[config.mk]
export PLATFORM = sky130hd
export DESIGN_NAME = pks_mac
export DESIGN_NICKNAME = d
export VERILOG_FILES = /design/src/hw/rtl/pks_pkg.sv /design/src/hw/rtl/pks_mac.sv
export SDC_FILE = /design/constraint.sdc
export NUM_CORES = 2
export LEC_CHECK = 0
export BUFFER_PORTS_ARGS = -buffer_cell sky130_fd_sc_hd__buf_2
export CORE_ASPECT_RATIO = 0.7
export CORE_UTILIZATION = 50
export CTS_BUF_LIST = sky130_fd_sc_hd__clkbuf_4 sky130_fd_sc_hd__clkbuf_8
export DETAILED_ROUTE_END_ITERATION = 12
export PLACE_DENSITY_LB_ADDON = 0.3
export SYNTH_ARGS = -nofsm -noshare
export SYNTH_HDL_FRONTEND = slang
export SYNTH_SLANG_ARGS = --single-unit
export TNS_END_PERCENT = 5
[constraint.sdc]
create_clock -name clk -period 13.05 [get_ports clk]
set_clock_uncertainty 0.15 [all_clocks]
set_input_delay 0.6525 -clock clk [delete_from_list [all_inputs] [get_ports clk]]
set_output_delay 0.6525 -clock clk [all_outputs]
set_load 0.01 [all_outputs]
[src/hw/rtl/pks_pkg.sv]
`timescale 1ns / 1ps

package pks_pkg;

	// Sample and filter state widths
	localparam int SAMPLE_W = 16;
	localparam int ACC_W    = 24;
	localparam int OPA_W    = 26;
	localparam int OPB_W    = 26;
	localparam int PROD_W   = OPA_W + OPB_W;

	// Request kinds carried on tuser
	localparam logic [1:0] MODE_LOAD    = 2'd0;
	localparam logic [1:0] MODE_TICK    = 2'd1;
	localparam logic [1:0] MODE_RESTART = 2'd2;

	// Configuration register indexes
	localparam int CFG_ADDR_W = 3;
	localparam int CFG_DATA_W = 24;
	localparam logic [CFG_ADDR_W-1:0] REG_LOOP_LENGTH  = 3'd0;
	localparam logic [CFG_ADDR_W-1:0] REG_ALLPASS_COEF = 3'd1;
	localparam logic [CFG_ADDR_W-1:0] REG_LOWPASS_GAIN = 3'd2;
	localparam logic [CFG_ADDR_W-1:0] REG_LOOP_LOSS    = 3'd3;
	localparam logic [CFG_ADDR_W-1:0] REG_BOW_GAIN     = 3'd4;
	localparam logic [CFG_ADDR_W-1:0] REG_VOICE_ACTIVE = 3'd5;

	// Post-multiply shift selection
	localparam logic [1:0] SH_8  = 2'd0;
	localparam logic [1:0] SH_15 = 2'd1;
	localparam logic [1:0] SH_22 = 2'd2;
	localparam logic [1:0] SH_24 = 2'd3;

	// DC blocker pole 0.997 in Q0.24, full scale and clamp limits
	localparam logic signed [OPA_W-1:0] DC_POLE     = 26'sd16726884;
	localparam logic signed [OPB_W-1:0] SAMPLE_FULL = 26'sd32767;
	localparam logic signed [ACC_W-1:0] CLAMP_HI    = 24'sd4194304;
	localparam logic signed [ACC_W-1:0] CLAMP_LO    = -24'sd4194304;

	// Control of the shared multiply, round and saturate unit
	typedef struct packed {
		logic [1:0] shift;
		logic       trunc;
		logic       neg;
	} mac_ctrl_t;

endpackage

[src/hw/rtl/pks_mac.sv]
`timescale 1ns / 1ps

module pks_mac
	import pks_pkg::*;
(
	input  logic                    clk,
	input  logic                    en,
	input  mac_ctrl_t               ctrl,
	input  logic signed [OPA_W-1:0] op_a,
	input  logic signed [OPB_W-1:0] op_b,
	input  logic signed [OPA_W-1:0] addend,
	output logic signed [ACC_W-1:0] res
);

	localparam logic signed [PROD_W:0] ONE = (PROD_W+1)'(1);

	logic signed [PROD_W-1:0] prod_q;
	logic signed [OPA_W-1:0]  addend_q;
	mac_ctrl_t                ctrl_q;

	logic [5:0]               sh_amt;
	logic signed [PROD_W:0]   prod_x;
	logic signed [PROD_W:0]   half;
	logic signed [PROD_W:0]   mask;
	logic signed [PROD_W:0]   bias;
	logic signed [PROD_W:0]   biased;
	logic signed [PROD_W:0]   rounded;
	logic signed [PROD_W+1:0] add_x;
	logic signed [PROD_W+1:0] rnd_x;
	logic signed [PROD_W+1:0] sum;
	logic [PROD_W+2-ACC_W:0]  upper;

	// Register the product and what goes with it
	always_ff @(posedge clk) begin
		if (en) begin
			prod_q   <= op_a * op_b;
			addend_q <= addend;
			ctrl_q   <= ctrl;
		end
	end

	// Round or truncate toward zero, add or subtract, then saturate to the state width
	always_comb begin
		case (ctrl_q.shift)
			SH_8:    sh_amt = 6'd8;
			SH_15:   sh_amt = 6'd15;
			SH_22:   sh_amt = 6'd22;
			default: sh_amt = 6'd24;
		endcase
		prod_x  = {prod_q[PROD_W-1], prod_q};
		half    = ONE <<< (sh_amt - 6'd1);
		mask    = (ONE <<< sh_amt) - ONE;
		if (ctrl_q.trunc) begin
			bias = prod_q[PROD_W-1] ? mask : '0;
		end else begin
			bias = half;
		end
		biased  = prod_x + bias;
		rounded = biased >>> sh_amt;
		add_x   = (PROD_W+2)'(addend_q);
		rnd_x   = {rounded[PROD_W], rounded};
		sum     = ctrl_q.neg ? (add_x - rnd_x) : (add_x + rnd_x);
		upper   = sum[PROD_W+1:ACC_W-1];
		if ((&upper) || !(|upper)) begin
			res = sum[ACC_W-1:0];
		end else if (sum[PROD_W+1]) begin
			res = {1'b1, {(ACC_W-1){1'b0}}};
		end else begin
			res = {1'b0, {(ACC_W-1){1'b1}}};
		end
	end

endmodule

Word-level counts from Yosys, hierarchy flattened
Index checks and enable logic that the tools add are counted.

word-level totals
  bits in registers = 82
  bits of input ports = 84
  output and inout bits = 24
  logic and storage cells = 27

operators by class
  add/sub/neg operators = 5
  $mul = 1
  equal/unequal tests = 2
  shift operators = 3
  mux-type cells = 6
  reductions and logical operators = 5

operators by type and width
  operator                                            count
  2-to-1 mux 53 bit                                   2
  <<< shifter 2 x 6 -> 53 bit, first input constant   2
  adder 26 x 53 -> 54 bit                             1
  2-to-1 mux 54 bit                                   1
  subtractor 26 x 53 -> 54 bit                        1
  adder 52 x 53 -> 53 bit                             1
  >>> shifter 53 x 5 -> 53 bit                        1
  subtractor 53 x 2 -> 53 bit, second input constant  1
  multiplier 26 x 26 -> 52 bit                        1
  2-to-1 mux 24 bit                                   2
  AND reduction 31 bit                                1
  OR reduction 31 bit                                 1
  case mux 5 bit (3 select lines)                     1
  subtractor 6 x 1 -> 6 bit, second input constant    1
  == test 2 x 1 -> 1 bit, second input constant       1
  == test 2 bit, second input constant                1
  logical NOT 2 bit                                   1
  logical NOT 1 bit                                   1
  logical OR 1 bit                                    1

Longest topological paths before layout
  depth after elaboration = 14
  gate-level depth with buffers = 50

Least setup slack after synthesis
Ideal clock, no wire load.

  path kind = reg2out
  from = reg ctrl_q[2] (netlist bit)
  to = out res[10]
  data arrival time = 10.817 ns
  data required time = 12.247 ns
  slack = 1.431 ns
  stages on the path, launching flop included = 47
  path buffers = 7
  cells stage by stage = edfxtp_1 > inv_1 > ha_1 > clkbuf_1 > clkbuf_1 > buf_1 > buf_1 > clkbuf_1 > nor2_1 > a21oi_1 > nor2_1 > o21a_1 > ha_1 > buf_2 > and4_1 > and3_1 > a32o_1 > or3_1 > (+11 left out) > ha_1 > a21o_1 > a21o_1 > a21oi_1 > o21ai_0 > a31o_2 > a21oi_1 > o21bai_1 > a31o_2 > a21o_1 > xor2_1 > or4_1 > or4_1 > nor2_1 > nand4_1 > o41a_1 > buf_2 > a21o_1

on the way
  word-level cells in the longest chain between the ends = 14
  elaborated cells on any way between the ends = 21

ends and longest elaborated chain
  element                                                                  RTL line       text
  start: declaration                                                       pks_mac.sv:19  mac_ctrl_t ctrl_q;
  start signal: assignment                                                 pks_mac.sv:38  ctrl_q <= ctrl;
  == test 2 bit (tied with other cells)                                    pks_mac.sv:44  case (ctrl_q.shift)
  case mux 5 bit (3 select lines) *                                        pks_mac.sv:44
  <<< shifter 2 x 6 -> 53 bit                                              pks_mac.sv:52  mask = (ONE <<< sh_amt) - ONE;
  subtractor 53 x 2 -> 53 bit                                              pks_mac.sv:52
  2-to-1 mux 53 bit                                                        pks_mac.sv:54  bias = prod_q[PROD_W-1] ? mask : '0;
  2-to-1 mux 53 bit                                                        pks_mac.sv:53  if (ctrl_q.trunc) begin
  adder 52 x 53 -> 53 bit                                                  pks_mac.sv:58  biased = prod_x + bias;
  >>> shifter 53 x 5 -> 53 bit *                                           pks_mac.sv:59  rounded = biased >>> sh_amt;
  adder 26 x 53 -> 54 bit or subtractor 26 x 53 -> 54 bit (tied branches)  pks_mac.sv:62  sum = ctrl_q.neg ? (add_x - rnd_x) : (add_x + rnd_x);
  2-to-1 mux 54 bit *                                                      pks_mac.sv:62
  OR reduction 31 bit                                                      pks_mac.sv:64  if ((&upper) || !(|upper)) begin
  logical NOT 1 bit                                                        pks_mac.sv:64
  logical OR 1 bit                                                         pks_mac.sv:64
  2-to-1 mux 24 bit *                                                      pks_mac.sv:64
  end: declaration                                                         pks_mac.sv:12  output logic signed [ACC_W-1:0] res

Mark *: on every way between the ends. The rest lies on a longest branch, timed or not.

Worst setup path in the final report
  from = reg ctrl_q[3] (netlist bit)
  to = out res[6]

Same word-level chain as after synthesis.

==> results by group <==
Floorplan
  – # IOs: 108
  – # rows: 84
  – Die height: 232.6 microns
  – Core area: 75150 sq um
  – Die area: 77090 sq um
  – Initial Util: 50.55%
  – Die Width: 331.4 microns

Setup path
  – Crit Path Category: register to output pin
  – Largest stage delay on the critical path: 0.60 ns
  – Required @ worst endpoint: 12.25 ns
  – Critical path launch point type: register
  – Arrival time worst endpoint: 11.90 ns
  – Slowest cell on crit path: or4b_1
  – CP startpoint: ctrl_q[3]
  – Crit path max fanout: 23
  – Crit path capture type: output pin

Synthesis
  – Synth Warn #: 0
  – Cell count after synthesis: 4440
  – Most common cell in the netlist: fa_1
  – Cell Area, Synth: 37990 sq um
  – Commonest cells in the netlist: fa_1, inv_1, nand2_1
  – Ys flop type: edfxtp_1
  – Post-synth EDFFs: 82
  – Sequential-to-total area share from yosys stat: 6.482%
  – Post-Syn Area per Cell: 8.555 sq um
  – Netlist cell types: 105
  – Cell taking the most area after synthesis: fa_1
  – Area contributors post-synth: fa_1, ha_1, inv_1
  – Asr flop ratio synth: 0%
  – Share of the synthesized area in the top cell type: 37.52%
  – FF+latch count, synth: 82

Timing
  – Crit share post-route: 97.37%
  – Fmax: 78.70 MHz
  – Worst-margin pin slew: 1.058 ns
  – Min Hold Slack: 0.2097 ns
  – # setup viols final: 0
  – Fin. Hold Viols: 0
  – Max Slew Vio Count: 0
  – Final min period: 12.71 ns
  – Worst setup margin: 0.3429 ns
  – Slew HR: 29.48%

Run status
  – Outcome: completed

Layout
  – Area grow syn2layout: 5.873%
  – Post-layout util: 53.52%
  – Post-route cell area: 40220 sq um
  – Final Net Count: 5517
  – # diodes: 0
  – Fillers: 6987
  – Share of layout cells above drive strength 1: 7.861%

Drt
  – DRT antenna net count: 0
  – Detailed Route Iter0 Violations: 3093
  – DR WL/cell: 22.25 microns
  – Final WL: 121300 microns
  – Drt pass-1 iters: 6
  – Routed vias/inst: 5.982
  – # DRC: 0
  – DR vias: 32630

Clock tree
  – CTS tree: done
  – CTS Buffer Depth: 2
  – CTS H-Tree Depth: 3
  – CTS clk-pin slew, worst paths: 0.11 ns
  – CTS Buf Count: 9
  – Total clock sinks: 82
  – Root Driver: clkbuf_8

Hold path
  – Worst Hold Class: input port to register
  – Min-delay src: addend[24]

Placed design
  – Placed inst area: 39790 sq um
  – Hpwl dp: 101300 microns
  – GP Congestion: 1.053
  – Port Buffers: 107
  – Dpl ws: 0.4730 ns

GRT
  – Gr usage total: 32.61%
  – Largest net degree at the start of global routing: 56
  – First-pass GRT wire length: 193200 microns
  – GR Overflow Total: 0
  – Number of global-route vias before repair: 32880
  – Initial antenna violation count: 0

Job
  – Max-cap violations: 0
[cell type report]
cell class / count / area, sq um / area share (%)
Clock buffer: 9 / 123.9 / 0.3080
Clock inverter: 7 / 92.59 / 0.2302
Inverter: 704 / 2643 / 6.571
Multi-Input combinational cell: 3419 / 32070 / 79.75
Sequential cell: 82 / 2462 / 6.123
Tap cell: 989 / 1237 / 3.077
Timing Repair Buffer: 244 / 1585 / 3.942
[path summary, 6_finish.rpt]
check	endpoint	slack [ns]	depth (start not counted)
hold / removal	addend_q[24]	0.21	1
setup / recovery	res[6]	0.34	41
[timing repair]
action                                  CTS  global route
hold buffers                              0             0
endpoints found under the setup margin   15            24
gates resized for setup                   1            37
setup buffers                             0             6
pin swaps                                 0             5
[worst max-delay path: cells and delay by family (launching register included)]
family          cells  cell delay, ns
simple gates       12            4.74
compound gates     19            3.70
fa+ha+maj           3            1.25
buf+inv             4            0.72
flops               1            0.51
xor+xnor            3            0.50
[per-layer routing]
layer / vias up / routed length [microns] / GRT usage [%]
met5: - / 126 / 1.126
met2: 1571 / 47250 / 44.10
met3: 109 / 15040 / 11.21
li1: 14520 / - / -
met4: 2 / 1247 / 4.869
met1: 16420 / 57680 / 50.14
[logic make-up (layout without fill, tap and decap cells)]
kind of cell / Yosys count / count (layout) / synth area share [%]
AND/OR/NAND/NOR: 1387 / 1387 / 17.35
adder cells (fa/ha/maj): 973 / 973 / 46.12
buffers and inverters: 940 / 964 / 9.536
AO/OA/AOI/OAI: 818 / 818 / 14.54
XOR/XNOR: 195 / 195 / 4.546
flip-flops: 82 / 82 / 6.482
multiplexers: 44 / 44 / 1.416
other: 1 / 2 / 0.009872
[stage by stage]
step	setup TNS, ns	cells
final	0	5454
after global routing	-0.001930	5454
after CTS	0	5448
after detailed placement	0	5432
after global placement	0	5432
after floorplan	0	4441
[flip-flops by register name, summed over array words and instances (netlist names)]
| name | cells |
|---|---|
| ctrl_q | 4 |
| prod_q | 52 |
| addend_q | 26 |
[cell usage in the layout (no fill, tap or decap), types with 20 or more instances in the layout]
master | netlist | routed
a211oi_1 | 29 | 27
a21o_1 | 96 | 96
a21oi_1 | 216 | 211
a31oi_1 | 32 | 32
and2_1 | 211 | 211
and3_1 | 25 | 25
buf_2 | 33 | 106
buf_4 | 8 | 136
edfxtp_1 | 82 | 82
fa_1 | 712 | 712
ha_1 | 261 | 255
inv_1 | 703 | 703
mux2i_1 | 25 | 25
nand2_1 | 628 | 628
nand2b_1 | 46 | 46
nand3_1 | 50 | 50
nand4_1 | 54 | 54
nor2_1 | 190 | 186
nor3_1 | 62 | 62
nor4_1 | 28 | 28
o211ai_1 | 28 | 28
o21a_1 | 29 | 29
o21ai_0 | 121 | 120
o21bai_1 | 28 | 28
o22ai_1 | 20 | 20
or3_1 | 27 | 27
xnor2_1 | 137 | 136
xor2_1 | 57 | 57
Power is left out: the tool's default activity adds up to more than one toggle a clock period on the data nets, which glitch-free logic cannot reach.
